==> config.mk <==
export PLATFORM = sky130hd
export DESIGN_NAME = random_source_address_picker_core_flat
export DESIGN_NICKNAME = d
export VERILOG_FILES = /design/src/sv/rsap_pkg.sv /design/src/sv/rsap_if.sv /design/src/sv/rsap_rng.sv /design/src/sv/random_source_address_picker_core.sv /design/src/flat_wrapper.sv
export VERILOG_INCLUDE_DIRS = /design/src /design/src/sv
export SDC_FILE = /design/constraint.sdc
export NUM_CORES = 2
export LEC_CHECK = 0
export BUFFER_PORTS_ARGS = -buffer_cell sky130_fd_sc_hd__buf_2
export CAP_MARGIN = 20
export CORE_MARGIN = 2
export CORE_UTILIZATION = 45
export DETAILED_ROUTE_END_ITERATION = 16
export HOLD_SLACK_MARGIN = 0.05
export SLEW_MARGIN = 40
export SYNTH_ARGS = -nofsm -noshare
export SYNTH_HDL_FRONTEND = slang
export SYNTH_SLANG_ARGS = --single-unit
==> constraint.sdc <==
create_clock -name clk -period 34.7 [get_ports clk]
set_clock_uncertainty 0.1 [all_clocks]
set_input_delay 1.735 -clock clk [delete_from_list [all_inputs] [get_ports clk]]
set_output_delay 1.735 -clock clk [all_outputs]
set_load 0.02 [all_outputs]
==> src/sv/random_source_address_picker_core_defines.svh <==
// Assertion macros for the random source address picker.
`ifndef RANDOM_SOURCE_ADDRESS_PICKER_CORE_DEFINES_SVH
`define RANDOM_SOURCE_ADDRESS_PICKER_CORE_DEFINES_SVH

// Assert that an implication holds at every clock edge outside reset.
`define RSAP_ASSERT_IMPL(label, clk, rst_n, pre, post, msg) \
    label: assert property (@(posedge clk) disable iff (!rst_n) (pre) |-> (post)) \
        else $error(msg);

// Assert that an implication holds in the cycle after the antecedent.
`define RSAP_ASSERT_NEXT(label, clk, rst_n, pre, post, msg) \
    label: assert property (@(posedge clk) disable iff (!rst_n) (pre) |=> (post)) \
        else $error(msg);

`endif

==> src/sv/rsap_pkg.sv <==
// Types and constants shared by the address picker files.
`default_nettype none
package rsap_pkg;
    // entry_index is 4 bits and the counts are 5 bits, so the table size is fixed
    localparam int TABLE_ENTRIES = 16;

    localparam logic [2:0] OP_LOAD_V4 = 3'd0;
    localparam logic [2:0] OP_LOAD_V6 = 3'd1;
    localparam logic [2:0] OP_DEST_V4 = 3'd2;
    localparam logic [2:0] OP_DEST_V6 = 3'd3;
    localparam logic [2:0] OP_BIND_V4 = 3'd4;
    localparam logic [2:0] OP_BIND_V6 = 3'd5;

    localparam logic [2:0] ST_PASS     = 3'd0;
    localparam logic [2:0] ST_PICKED   = 3'd1;
    localparam logic [2:0] ST_FALLBACK = 3'd2;
    localparam logic [2:0] ST_DENIED   = 3'd3;
    localparam logic [2:0] ST_LOADED   = 3'd4;

    localparam logic [1:0] REG_V4_COUNT = 2'd0;
    localparam logic [1:0] REG_V6_COUNT = 2'd1;
    localparam logic [1:0] REG_FALLBACK = 2'd2;
    localparam logic [1:0] REG_SEED     = 2'd3;

    typedef struct packed {
        logic [2:0]  opcode;
        logic [3:0]  entry_index;
        logic [7:0]  prefix_length;
        logic [63:0] address_high;
        logic [63:0] address_low;
    } req_t;

    typedef struct packed {
        logic [2:0]  status;
        logic        source_is_v6;
        logic [63:0] source_high;
        logic [63:0] source_low;
    } rsp_t;

    typedef enum logic [3:0] {
        S_IDLE,
        S_DRAW_IDX,
        S_MOD,
        S_READ,
        S_V4_TRY,
        S_V6_WORD,
        S_DONE
    } state_t;

    // one xorshift32 step
    function automatic logic [31:0] xorshift(input logic [31:0] x);
        logic [31:0] a;
        logic [31:0] b;
        begin
            a = x ^ (x << 13);
            b = a ^ (a >> 17);
            return b ^ (b << 5);
        end
    endfunction

    function automatic logic v4_special(input logic [31:0] a);
        return (a[31:24] == 8'h7f) || (a[31:28] == 4'he) || (a == 32'hffffffff);
    endfunction
endpackage
`default_nettype wire

==> src/sv/rsap_if.sv <==
// Valid/ready channel carrying one item.
`default_nettype none
interface rsap_if #(parameter type T = logic) ();
    logic valid;
    logic ready;
    T     data;
    modport source (output valid, output data, input ready);
    modport sink (input valid, input data, output ready);
endinterface
`default_nettype wire

==> src/sv/rsap_rng.sv <==
// xorshift32 generator with seed load.
`default_nettype none
module rsap_rng (
    input  wire logic        clk,
    input  wire logic        rst_n,
    input  wire logic        seed_we,
    input  wire logic [31:0] seed,
    input  wire logic        step,
    output logic [31:0]      value
);
    import rsap_pkg::*;
    logic [31:0] state_reg;
    logic [31:0] state_next;

    always_comb
    begin
        state_next = state_reg;
        if (seed_we)
            state_next = (seed == 32'd0) ? 32'd1 : seed;
        else if (step)
            state_next = xorshift(state_reg);
    end

    always_ff @(posedge clk or negedge rst_n)
    begin
        if (!rst_n)
            state_reg <= 32'd1;
        else
            state_reg <= state_next;
    end

    // new state is the drawn word
    assign value = xorshift(state_reg);
endmodule
`default_nettype wire

==> src/sv/random_source_address_picker_core.sv <==
// Top level: random source address picker with APB register port.
// Steps: accept, S_DRAW_IDX, S_DONE for loads, passes and empty-table fails; a pick
// adds S_MOD (entry modulo) and S_READ, then v4 host tries (1..HOST_TRIES, none for a
// prefix of 32 or more) or the v6 word steps before S_DONE. One item at a time:
// in.ready is low from acceptance until the result is taken.
// Reset (rst_n, async) clears tables (via valid bits), counts and fallback; seed 1.
`default_nettype none
`include "random_source_address_picker_core_defines.svh"
module random_source_address_picker_core #(
    parameter int HOST_TRIES = 8
) (
    input  wire logic        clk,
    input  wire logic        rst_n,
    rsap_if.sink             in_ch,
    rsap_if.source           out_ch,
    input  wire logic        psel,
    input  wire logic        penable,
    input  wire logic        pwrite,
    input  wire logic [3:0]  paddr,
    input  wire logic [31:0] pwdata,
    output logic [31:0]      prdata,
    output logic             pready
);
    import rsap_pkg::*;

    localparam int IW = (TABLE_ENTRIES > 1) ? $clog2(TABLE_ENTRIES) : 1;
    localparam int TW = $clog2(HOST_TRIES + 1);

    // ---------------- registers ----------------
    logic [4:0]  v4_count_reg;
    logic [4:0]  v6_count_reg;
    logic        fallback_reg;
    logic [31:0] seed_reg;
    logic        cfg_we;
    logic [1:0]  cfg_idx;

    assign pready  = 1'b1;
    assign cfg_we  = psel && penable && pwrite;
    assign cfg_idx = paddr[3:2];

    always_ff @(posedge clk or negedge rst_n)
    begin
        if (!rst_n)
        begin
            v4_count_reg <= 5'd0;
            v6_count_reg <= 5'd0;
            fallback_reg <= 1'b0;
            seed_reg     <= 32'd1;
        end
        else if (cfg_we)
        begin
            case (cfg_idx)
                REG_V4_COUNT: v4_count_reg <= pwdata[4:0];
                REG_V6_COUNT: v6_count_reg <= pwdata[4:0];
                REG_FALLBACK: fallback_reg <= pwdata[0];
                REG_SEED:     seed_reg     <= pwdata;
                default:      ;
            endcase
        end
    end

    always_comb
    begin
        case (cfg_idx)
            REG_V4_COUNT: prdata = {27'd0, v4_count_reg};
            REG_V6_COUNT: prdata = {27'd0, v6_count_reg};
            REG_FALLBACK: prdata = {31'd0, fallback_reg};
            REG_SEED:     prdata = seed_reg;
            default:      prdata = 32'd0;
        endcase
    end

    // ---------------- tables, valid bits model the cleared reset ----------------
    logic [31:0] v4_addr_mem [TABLE_ENTRIES];
    logic [7:0]  v4_bits_mem [TABLE_ENTRIES];
    logic [63:0] v6_hi_mem   [TABLE_ENTRIES];
    logic [63:0] v6_lo_mem   [TABLE_ENTRIES];
    logic [7:0]  v6_bits_mem [TABLE_ENTRIES];
    logic [TABLE_ENTRIES-1:0] v4_vld_reg;
    logic [TABLE_ENTRIES-1:0] v6_vld_reg;

    // ---------------- sequencer ----------------
    state_t      state_reg, state_next;
    req_t        req_reg;
    rsp_t        rsp_reg, rsp_next;
    logic        rsp_valid_reg;
    logic [31:0] rem_reg, rem_next;      // drawn word, shifted out a nibble per cycle
    logic [4:0]  part_reg, part_next;    // running remainder, always below lim_reg
    logic [2:0]  mod_cnt_reg, mod_cnt_next;
    logic [5:0]  part_step;
    logic [IW-1:0] pick_idx;
    logic [4:0]  lim_reg, lim_next;
    logic        use_v4_reg, use_v4_next;
    logic        mapped_reg, mapped_next;
    logic [TW-1:0] try_reg, try_next;
    logic [1:0]  word_reg, word_next;
    logic [31:0] net_reg;
    logic [7:0]  bits_reg;
    logic [127:0] v6_net_reg;
    logic [127:0] acc_reg, acc_next;
    logic        rng_step;
    logic [31:0] rnd;
    logic        accept_in;

    rsap_rng u_rng (
        .clk     (clk),
        .rst_n   (rst_n),
        .seed_we (cfg_we && cfg_idx == REG_SEED),
        .seed    (pwdata),
        .step    (rng_step),
        .value   (rnd)
    );

    assign in_ch.ready  = (state_reg == S_IDLE) && !rsp_valid_reg;
    assign accept_in    = in_ch.valid && in_ch.ready;
    assign out_ch.valid = rsp_valid_reg;
    assign out_ch.data  = rsp_reg;

    // decode of the accepted request
    logic        is_mapped;
    logic        pass;
    logic [4:0]  cnt_sat;
    assign is_mapped = (req_reg.address_high == 64'd0) &&
                       (req_reg.address_low[63:32] == 32'h0000ffff);

    always_comb
    begin
        case (req_reg.opcode)
            OP_DEST_V4: pass = v4_special(req_reg.address_low[31:0]);
            OP_DEST_V6: pass = (req_reg.address_high == 64'd0 && req_reg.address_low == 64'd1)
                            || (req_reg.address_high[63:56] == 8'hff)
                            || (req_reg.address_high[63:54] == 10'b1111111010)
                            || (is_mapped && v4_special(req_reg.address_low[31:0]));
            OP_BIND_V4: pass = req_reg.address_low[31:0] != 32'd0;
            OP_BIND_V6: pass = (req_reg.address_high | req_reg.address_low) != 64'd0;
            default:    pass = 1'b1;
        endcase
    end

    logic v4_path;
    assign v4_path = (req_reg.opcode == OP_DEST_V4) || (req_reg.opcode == OP_BIND_V4)
                     || (req_reg.opcode == OP_DEST_V6 && is_mapped);
    assign cnt_sat = v4_path
        ? ((v4_count_reg > 5'(TABLE_ENTRIES)) ? 5'(TABLE_ENTRIES) : v4_count_reg)
        : ((v6_count_reg > 5'(TABLE_ENTRIES)) ? 5'(TABLE_ENTRIES) : v6_count_reg);

    // entry modulo: four shift/compare-subtract steps per cycle, MSB first;
    // the remainder stays below lim, so one subtract per bit is enough
    always_comb
    begin
        part_step = {1'b0, part_reg};
        for (int b = 0; b < 4; b++)
        begin
            part_step = {part_step[4:0], rem_reg[31 - b]};
            if (part_step >= {1'b0, lim_reg})
                part_step = part_step - {1'b0, lim_reg};
        end
    end
    assign pick_idx = part_step[IW-1:0];

    // v4 host mask
    logic [5:0]  hb;
    logic [31:0] hmask, host;
    logic        host_ok;
    assign hb      = 6'd32 - {1'b0, bits_reg[4:0]};
    assign hmask   = 32'((33'd1 << hb) - 33'd1);
    assign host    = rnd & hmask;
    assign host_ok = (hb < 6'd2) || (host != 32'd0 && host != hmask);

    // v6 word mix for the current word
    logic [7:0]  bits6, off;
    logic [31:0] wnet, wmask, wmix;
    logic        wdraw;
    assign bits6 = (bits_reg > 8'd128) ? 8'd128 : bits_reg;
    assign off   = {1'b0, word_reg, 5'd0};
    always_comb
    begin
        case (word_reg)
            2'd0:    wnet = v6_net_reg[127:96];
            2'd1:    wnet = v6_net_reg[95:64];
            2'd2:    wnet = v6_net_reg[63:32];
            default: wnet = v6_net_reg[31:0];
        endcase
        wdraw = 1'b0;
        wmask = 32'd0;
        if (bits6 <= off)
        begin
            wdraw = 1'b1;
            wmix  = rnd;
        end
        else if (bits6 >= off + 8'd32)
            wmix = wnet;
        else
        begin
            wdraw = 1'b1;
            wmask = 32'((33'd1 << (6'(off + 8'd32 - bits6))) - 33'd1);
            wmix  = (wnet & ~wmask) | (rnd & wmask);
        end
    end

    function automatic rsp_t fail_rsp(input logic fb);
        rsp_t r;
        begin
            r = '0;
            r.status = fb ? ST_FALLBACK : ST_DENIED;
            return r;
        end
    endfunction

    // next state
    always_comb
    begin
        state_next = state_reg;
        case (state_reg)
            S_IDLE:
                if (accept_in)
                    state_next = S_DRAW_IDX;
            S_DRAW_IDX:
                state_next = S_DONE;
            S_MOD:
                if (mod_cnt_reg == 3'd7)
                    state_next = S_READ;
            S_READ:
                if (use_v4_reg && bits_reg < 8'd32)
                    state_next = S_V4_TRY;
                else if (use_v4_reg)
                    state_next = S_DONE;
                else
                    state_next = S_V6_WORD;
            S_V4_TRY:
                if (host_ok || try_reg == TW'(HOST_TRIES - 1))
                    state_next = S_DONE;
            S_V6_WORD:
                if (word_reg == 2'd3)
                    state_next = S_DONE;
            S_DONE:
                state_next = S_IDLE;
            default:
                state_next = S_IDLE;
        endcase
        if (state_reg == S_DRAW_IDX && !pass && req_reg.opcode >= OP_DEST_V4
            && req_reg.opcode <= OP_BIND_V6 && cnt_sat != 5'd0)
            state_next = S_MOD;
    end

    // datapath controls
    always_comb
    begin
        rsp_next     = rsp_reg;
        rem_next     = rem_reg;
        part_next    = part_reg;
        mod_cnt_next = mod_cnt_reg;
        lim_next     = lim_reg;
        use_v4_next  = use_v4_reg;
        mapped_next  = mapped_reg;
        try_next     = try_reg;
        word_next    = word_reg;
        acc_next     = acc_reg;
        rng_step     = 1'b0;
        case (state_reg)
            S_DRAW_IDX:
            begin
                rsp_next     = '0;
                use_v4_next  = v4_path;
                mapped_next  = is_mapped && req_reg.opcode == OP_DEST_V6;
                lim_next     = cnt_sat;
                try_next     = '0;
                word_next    = 2'd0;
                part_next    = 5'd0;
                mod_cnt_next = 3'd0;
                if (req_reg.opcode == OP_LOAD_V4 || req_reg.opcode == OP_LOAD_V6)
                    rsp_next.status = ST_LOADED;
                else if (pass || req_reg.opcode > OP_BIND_V6)
                    rsp_next.status = ST_PASS;
                else if (cnt_sat == 5'd0)
                    rsp_next = fail_rsp(fallback_reg);
                else
                begin
                    rng_step = 1'b1;
                    rem_next = rnd;
                end
            end
            S_MOD:
            begin
                // one nibble of the drawn word per cycle
                rem_next     = rem_reg << 4;
                part_next    = part_step[4:0];
                mod_cnt_next = mod_cnt_reg + 3'd1;
            end
            S_READ:
                acc_next = '0;
            S_V4_TRY:
            begin
                rng_step = 1'b1;
                try_next = try_reg + 1'b1;
                if (host_ok)
                begin
                    rsp_next.status       = ST_PICKED;
                    rsp_next.source_is_v6 = mapped_reg;
                    rsp_next.source_high  = '0;
                    rsp_next.source_low   = {mapped_reg ? 32'h0000ffff : 32'd0,
                                             (net_reg & ~hmask) | host};
                end
                else if (try_reg == TW'(HOST_TRIES - 1))
                    rsp_next = fail_rsp(fallback_reg);
            end
            S_V6_WORD:
            begin
                rng_step  = wdraw;
                word_next = word_reg + 2'd1;
                acc_next  = {acc_reg[95:0], wmix};
                if (word_reg == 2'd3)
                begin
                    if (acc_reg[95:92] == 4'hf)
                        rsp_next = fail_rsp(fallback_reg);
                    else
                    begin
                        rsp_next.status       = ST_PICKED;
                        rsp_next.source_is_v6 = 1'b1;
                        rsp_next.source_high  = acc_reg[95:32];
                        rsp_next.source_low   = {acc_reg[31:0], wmix};
                    end
                end
            end
            default: ;
        endcase
        // stored v4 prefix of 32 or more returns the address without a draw
        if (state_reg == S_READ && use_v4_reg && bits_reg >= 8'd32)
        begin
            rsp_next.status       = ST_PICKED;
            rsp_next.source_is_v6 = mapped_reg;
            rsp_next.source_low   = {mapped_reg ? 32'h0000ffff : 32'd0, net_reg};
        end
    end

    // table entry fetch, registered; last S_MOD cycle produces the final index
    always_ff @(posedge clk)
    begin
        if (accept_in)
            req_reg <= in_ch.data;
        rsp_reg     <= rsp_next;
        rem_reg     <= rem_next;
        part_reg    <= part_next;
        mod_cnt_reg <= mod_cnt_next;
        lim_reg     <= lim_next;
        use_v4_reg  <= use_v4_next;
        mapped_reg  <= mapped_next;
        try_reg     <= try_next;
        word_reg    <= word_next;
        acc_reg     <= acc_next;
        if (state_reg == S_MOD && mod_cnt_reg == 3'd7)
        begin
            if (use_v4_reg)
            begin
                net_reg  <= v4_vld_reg[pick_idx] ? v4_addr_mem[pick_idx] : '0;
                bits_reg <= v4_vld_reg[pick_idx] ? v4_bits_mem[pick_idx] : '0;
            end
            else
            begin
                v6_net_reg <= v6_vld_reg[pick_idx]
                    ? {v6_hi_mem[pick_idx], v6_lo_mem[pick_idx]} : '0;
                bits_reg   <= v6_vld_reg[pick_idx] ? v6_bits_mem[pick_idx] : '0;
            end
        end
        if (state_reg == S_DRAW_IDX && 32'(req_reg.entry_index) < 32'(TABLE_ENTRIES))
        begin
            if (req_reg.opcode == OP_LOAD_V4)
            begin
                v4_addr_mem[req_reg.entry_index[IW-1:0]] <= req_reg.address_low[31:0];
                v4_bits_mem[req_reg.entry_index[IW-1:0]] <= req_reg.prefix_length;
            end
            if (req_reg.opcode == OP_LOAD_V6)
            begin
                v6_hi_mem[req_reg.entry_index[IW-1:0]]   <= req_reg.address_high;
                v6_lo_mem[req_reg.entry_index[IW-1:0]]   <= req_reg.address_low;
                v6_bits_mem[req_reg.entry_index[IW-1:0]] <= req_reg.prefix_length;
            end
        end
    end

    always_ff @(posedge clk or negedge rst_n)
    begin
        if (!rst_n)
        begin
            state_reg     <= S_IDLE;
            rsp_valid_reg <= 1'b0;
            v4_vld_reg    <= '0;
            v6_vld_reg    <= '0;
        end
        else
        begin
            state_reg <= state_next;
            if (state_reg == S_DONE)
                rsp_valid_reg <= 1'b1;
            else if (out_ch.ready)
                rsp_valid_reg <= 1'b0;
            if (state_reg == S_DRAW_IDX && 32'(req_reg.entry_index) < 32'(TABLE_ENTRIES))
            begin
                if (req_reg.opcode == OP_LOAD_V4)
                    v4_vld_reg[req_reg.entry_index[IW-1:0]] <= 1'b1;
                if (req_reg.opcode == OP_LOAD_V6)
                    v6_vld_reg[req_reg.entry_index[IW-1:0]] <= 1'b1;
            end
        end
    end

    `RSAP_ASSERT_IMPL(a_no_accept_busy, clk, rst_n, state_reg != S_IDLE, !in_ch.ready,
        "input accepted while busy")
    `RSAP_ASSERT_NEXT(a_done_valid, clk, rst_n, state_reg == S_DONE, out_ch.valid,
        "result not presented after done")
    `RSAP_ASSERT_IMPL(a_try_bound, clk, rst_n, state_reg == S_V4_TRY,
        try_reg < TW'(HOST_TRIES), "host try count overrun")
endmodule
`default_nettype wire

==> src/flat_wrapper.sv <==
// flat-port wrapper written by rule: the top's interface ports become plain ports
module random_source_address_picker_core_flat import rsap_pkg::*;
#(
    parameter int HOST_TRIES = 8
)
  (clk, rst_n, psel, penable, pwrite, paddr, pwdata, prdata, pready, in_ch_valid, in_ch_data, in_ch_ready, out_ch_valid, out_ch_data, out_ch_ready);
  rsap_if #(.T(req_t)) in_ch_i ();
  rsap_if #(.T(rsp_t)) out_ch_i ();
  input  wire logic clk;
  input  wire logic rst_n;
  input  wire logic psel;
  input  wire logic penable;
  input  wire logic pwrite;
  input  wire logic [3:0] paddr;
  input  wire logic [31:0] pwdata;
  output logic [31:0] prdata;
  output logic pready;
  input wire logic [$bits(in_ch_i.valid)-1:0] in_ch_valid;
  input wire logic [$bits(in_ch_i.data)-1:0] in_ch_data;
  output wire logic [$bits(in_ch_i.ready)-1:0] in_ch_ready;
  output wire logic [$bits(out_ch_i.valid)-1:0] out_ch_valid;
  output wire logic [$bits(out_ch_i.data)-1:0] out_ch_data;
  input wire logic [$bits(out_ch_i.ready)-1:0] out_ch_ready;
  assign in_ch_i.valid = in_ch_valid;
  assign in_ch_i.data = in_ch_data;
  assign in_ch_ready = in_ch_i.ready;
  assign out_ch_valid = out_ch_i.valid;
  assign out_ch_data = out_ch_i.data;
  assign out_ch_i.ready = out_ch_ready;
  random_source_address_picker_core #(.HOST_TRIES(HOST_TRIES)) u_core (.clk(clk), .rst_n(rst_n), .in_ch(in_ch_i), .out_ch(out_ch_i), .psel(psel), .penable(penable), .pwrite(pwrite), .paddr(paddr), .pwdata(pwdata), .prdata(prdata), .pready(pready));
endmodule
# == After elaboration in Yosys (flattened, before gate mapping) ==
# Memory sizes are Yosys's and may differ from the RTL's. A register that Yosys moved wholly into a read port is not among the register bits.
# Cells that the tools add are included.
# totals
elab_cells,255
output_inout_bits,167
mem_bits_rw,2816
regBits,544
n_memories,5
inputBits,186
# memory_table
name,depth,width,rd,rd_ports_with_merged_regs,wr,line,rtl
u_core.v6_hi_mem,16,64,1,1,1,random_source_address_picker_core.sv:76,logic [63:0] v6_hi_mem [TABLE_ENTRIES];
u_core.v6_lo_mem,16,64,1,1,1,random_source_address_picker_core.sv:77,logic [63:0] v6_lo_mem [TABLE_ENTRIES];
u_core.v4_addr_mem,16,32,1,1,1,random_source_address_picker_core.sv:74,logic [31:0] v4_addr_mem [TABLE_ENTRIES];
u_core.v4_bits_mem,16,8,1,0,1,random_source_address_picker_core.sv:75,logic [7:0] v4_bits_mem [TABLE_ENTRIES];
u_core.v6_bits_mem,16,8,1,0,1,random_source_address_picker_core.sv:78,logic [7:0] v6_bits_mem [TABLE_ENTRIES];
# classes
n_mux,70
shift,2
magnitude_cmp,18
n_eq_ne,39
n_addsub,12
n_reduce_logical,66
bitwise,15
# ops
operator,count
132-bit two-way mux,4
132-bit case mux with 3 select lines,1
129-bit two-way mux,2
32-bit two-way mux,8
96-bit case mux with 2 select lines,1
131-bit two-way mux,1
32-bit AND,4
32-bit case mux with 4 select lines,1
32-bit case mux with 3 select lines,1
64-bit by 1-bit equality test with 1-bit output (second input constant),1
64-bit zero test,1
64-bit two-way mux,1
32-bit inverter,2
32-bit bitwise OR,2
64-bit bitwise OR,1
32-bit case mux with 2 select lines,1
32-bit nonzero test,2
64-bit nonzero test,1
1-bit by 6-bit left shift with 32-bit output (first input constant),2
32-bit by 1-bit subtractor with 32-bit output (second input constant),2
32-bit bitwise XOR,2
5-bit two-way mux,7
32-bit by 16-bit equality test with 1-bit output (second input constant),1
32-bit equality test (second input constant),1
other kinds (71),172

# == Depth between registers and ports, before layout ==
# depth
depth_word,14
mapped_depth,43
mapped_depth_nobuf,38

# == Cells and area by module ==
# Synthesis repeated with hierarchy kept, for this count alone.
# unflattened
hier_cells,7799
hier_area_um2,140324.6
# modules_own_cells
module,area_per_inst_um2,seq_area_each_um2,cells_per_inst,instances
random_source_address_picker_core,138041.1,104286.3,7581,1
rsap_rng,2283.4,802.0,218,1

# == Least setup slack after synthesis ==
# Ideal clock, no wire load.
# synth_path
path_type,register to register
start,register u_core.state_reg[0]
end,register u_core.v6_vld_reg[3]
required_ns,34.476
setup_slack_ns,22.781
synth_period_minus_slack_ns,11.919
setup_time_ns,0.124
arrival_time_ns,11.695
stages_incl_launch_ff,10
path_buffers,2
path_cell_list,dfrtp_1 clkbuf_1 nor2b_1 clkbuf_1 nand2_1 inv_1 and4_1 nand3_1 nor3_1 or2_2
# synth_via
elab_chain_len,2
# synth_lines
item,line,rtl
"start, declared",random_source_address_picker_core.sv:83,"state_t state_reg, state_next;"
"start signal, assigned",random_source_address_picker_core.sv:392,state_reg <= state_next;
4-bit by 1-bit equality test with 1-bit output,random_source_address_picker_core.sv:397,if (state_reg == S_DRAW_IDX && 32'(req_reg.entry_index) < 32'(TABLE_ENTRIES))
2-bit AND reduction (no line),-,
"end signal, assigned",random_source_address_picker_core.sv:388,v6_vld_reg <= '0;
"end signal, assigned by index",random_source_address_picker_core.sv:402,v6_vld_reg[req_reg.entry_index[IW-1:0]] <= 1'b1;
"end, declared",random_source_address_picker_core.sv:80,logic [TABLE_ENTRIES-1:0] v6_vld_reg;
# Every way passes these cells.
# A chain may end at the register's enable or synchronous reset.

# == Worst setup path after layout ==
# layout_path
start,register u_core.lim_reg[1]
end,register u_core.v6_net_reg[97] (read register of u_core.v6_hi_mem) (data pin)
# layout_via
elab_chain_len,11
word_cells_on_any_way,15
cone_classes,4 x add/sub; 4 x order compare; 6 x mux; 1 x reduce/logical
# layout_lines
item,line,rtl
"start, declared",random_source_address_picker_core.sv:92,"logic [4:0] lim_reg, lim_next;"
"start signal, assigned",random_source_address_picker_core.sv:345,lim_reg <= lim_next;
5-bit subtractor or 6-bit by 5-bit greater-or-equal comparator with 1-bit output (tied branches),"random_source_address_picker_core.sv:156, random_source_address_picker_core.sv:155",
5-bit two-way mux,random_source_address_picker_core.sv:155,"if (part_step >= {1'b0, lim_reg})"
5-bit subtractor or 6-bit by 5-bit greater-or-equal comparator with 1-bit output (tied branches),"random_source_address_picker_core.sv:156, random_source_address_picker_core.sv:155",
5-bit two-way mux,random_source_address_picker_core.sv:155,
5-bit subtractor or 6-bit by 5-bit greater-or-equal comparator with 1-bit output (tied branches),"random_source_address_picker_core.sv:156, random_source_address_picker_core.sv:155",
5-bit two-way mux,random_source_address_picker_core.sv:155,
6-bit by 5-bit greater-or-equal comparator with 1-bit output or 5-bit subtractor (tied branches),"random_source_address_picker_core.sv:155, random_source_address_picker_core.sv:156",
5-bit two-way mux (*),random_source_address_picker_core.sv:155,
1-bit binary-select mux with 4-bit select,random_source_address_picker_core.sv:360,v6_net_reg <= v6_vld_reg[pick_idx]
1-bit two-way mux (not written as such),random_source_address_picker_core.sv:360,
1-bit zero test (no line),-,
"end, declared",random_source_address_picker_core.sv:99,logic [127:0] v6_net_reg;
# Mark *: on every way between the ends. The rest lies on a longest branch, timed or not. The select of a mux whose other input is x is not followed.

==> metrics <==
status=finished, final reports clean; Vias/cell=5.990; post-synthesis adder-cell area fraction=0.4329%; wire length per cell=28.61 um; Core Area=315200 um^2; combinational family with the most area after synthesis=simple AND/OR/NAND/NOR gates; XOR/XNOR Fraction of Synth Area=0.7291%; topmost layer with routed signal wires=met5; Worst Setup End Kind=register; worst relative slew slack=34.13%; most numerous cell in the Yosys netlist=edfxtp_1; Post-synth EDFFs=3405; area delta synth->final=13.66%; Post-Syn Area=142800 um^2; instance count on the critical path=37; CTS tree=built; Placer Congestion=0.9242; Multi-input gate area=35270 um^2; count of filler cells inserted in the layout=26140; # setup viols final=0; Yosys cell types=96; setup TNS after final layout=0 ns; Synth Area in Simple Gates=15.47%; Final Hold Fails=0; total of flip-flops plus latches after synthesis=3519; worst-skew pair later-pin latency=0.93 ns; via count=93580; Die ar.=321800 um^2; Compound-Gate Fraction of Synth Area=6.400%; Met2 Wirelength=208.3 mm; syn_nets=11070; min Tclk post-route=12.32 ns; Num CTS Buffers=364; drt drc=0; die width=567.3 um; share of cells above drive strength 1=11.54%; clk sinks=3519; Worst Path Max Fanout=86; Max Freq=0.08115 GHz; Crit path arrival time=12.94 ns; first drt pass iteration count=7; initial antenna violation count=19; Slowest cell on crit path=buf_4; WL met3=38.20 mm; hold depth=2; Slew @ Worst Pin=0.9790 ns; height of the chip=567.3 um; CP delay by family, top=compound AO/OA/AOI/OAI gates; Starting Density=45.29%; final wirelength=446.9 mm; Initial DRC Count=11310; Max Root-Sink Buffers=4; Ports=353; startpoint types=register; Ys Warns=0; post-cts resize count=0; Root Driver=clkbuf_16; global route overflow=0; Synth Flop Type=edfxtp_1; number of port buffers=349; htree depth=5; first-pass GRT wire length=635.7 mm; Seq. cell area=105100 um^2; RSZ-0062 raised after global routing=no; share of the synthesized area in the top cell type=71.62%; R2R depth=37; WP buf/inv=7; GRT Resource Usage Total=27.06%; critical path class=register to register; Mapped Cells=10830; Synth area leader=edfxtp_1; vias in the first global route=88640; syn avg cell area=13.18 um^2; Max stage delay on crit path=0.68 ns; Top cell by count, worst path=a21oi_1; Synth area leaders=edfxtp_1 72%, nand2_1 7.8%, nand3_1 3.5%; max-slew violation total from the final report=0; async set-reset flop share out of synthesis=3.154%; clk slew on worst S/H paths=0.06 ns; Site Rows=206; Commonest cells post-synth=3405 x edfxtp_1, 2966 x nand2_1, 999 x nand3_1; Hold WC Path Type=register to register; largest net degree at the start of global routing=164; wl on met1=180.1 mm; sequential area share after synthesis=73.61%; DRT antenna net count=0; worst hold slack=0.3602 ns; cts hold-fix bufs=0; Worst EP required=35.31 ns; DP HPWL=256.6 mm; postcts setup bufs=0; final worst path period share=35.51%; post-synthesis mux area share=1.299%; Final nets=11390; Max Cap Viol=0
[metal layers]
metal	up-vias	global-route usage, %
met5	-	0
met4	6	11.19
met3	822	4.014
met2	4709	43.36
met1	47320	37.09
li1	40730	-
[logic make-up (layout without fill, tap and decap cells)]
family | count (synthesis) | in the layout
AO/OA/AOI/OAI | 1240 | 1240
adder cells (fa/ha/maj) | 47 | 47
flip-flops | 3519 | 3519
buffers and inverters | 761 | 1384
multiplexers | 161 | 161
XOR/XNOR | 104 | 104
AND/OR/NAND/NOR | 5001 | 5001
other | 1 | 6
[layout by cell type, fill, tap and decap left out, drive strengths merged, types with 109 or more instances in the layout]
cell	instances
nand3	999
nand2	2966
edfxtp	3405
and3	361
a311o	212
o21ai	149
a31oi	127
buf	647
mux2i	120
clkbuf	460
a21o	118
a21oi	235
clkinv	160
nor2	255
dfrtp	109
[cell type report]
cell class / count / share of cell area (%)
flip-flops and latches: 3519 / 64.76
multi-input cells: 6554 / 21.73
clock buffers: 459 / 5.937
well taps: 4160 / 3.208
repair buffers: 648 / 3.007
clock inverters: 204 / 1.177
inverters: 73 / 0.1689
diodes: 5 / 0.007711
[final timing paths]
path,endpoint,startpoint,slack [ns]
hold reg to reg,u_core.seed_reg[0],u_core.seed_reg[0],0.36
max in group asynchronous,u_core.v6_count_reg[2],rst_n,32.70
setup reg to reg,u_core.v6_net_reg[97],u_core.lim_reg[1],22.38
setup / recovery,u_core.v6_net_reg[97],u_core.lim_reg[1],22.38
min in group asynchronous,u_core.out_ch.valid,rst_n,0.71
hold / removal,u_core.seed_reg[0],u_core.seed_reg[0],0.36
[tightest hold or removal path, cell delays in order (launching register included)]
cell     delay, ns
dfstp_2       0.37
nand2_1       0.05
nand2_1       0.05
[per-stage QoR]
step	setup WS, ns	util [%]	cell area [um^2]	instances
after floorplan	22.78	-	142800	10830
after global placement	21.70	47.47	149600	14900
after detailed placement	22.43	47.74	150500	14950
after CTS	22.34	51.40	162000	15610
after global routing	21.58	51.47	162300	15620
final	22.38	51.48	162300	15620
Power is left out: the tool's default activity adds up to more than one toggle a clock period on the data nets, which glitch-free logic cannot reach.
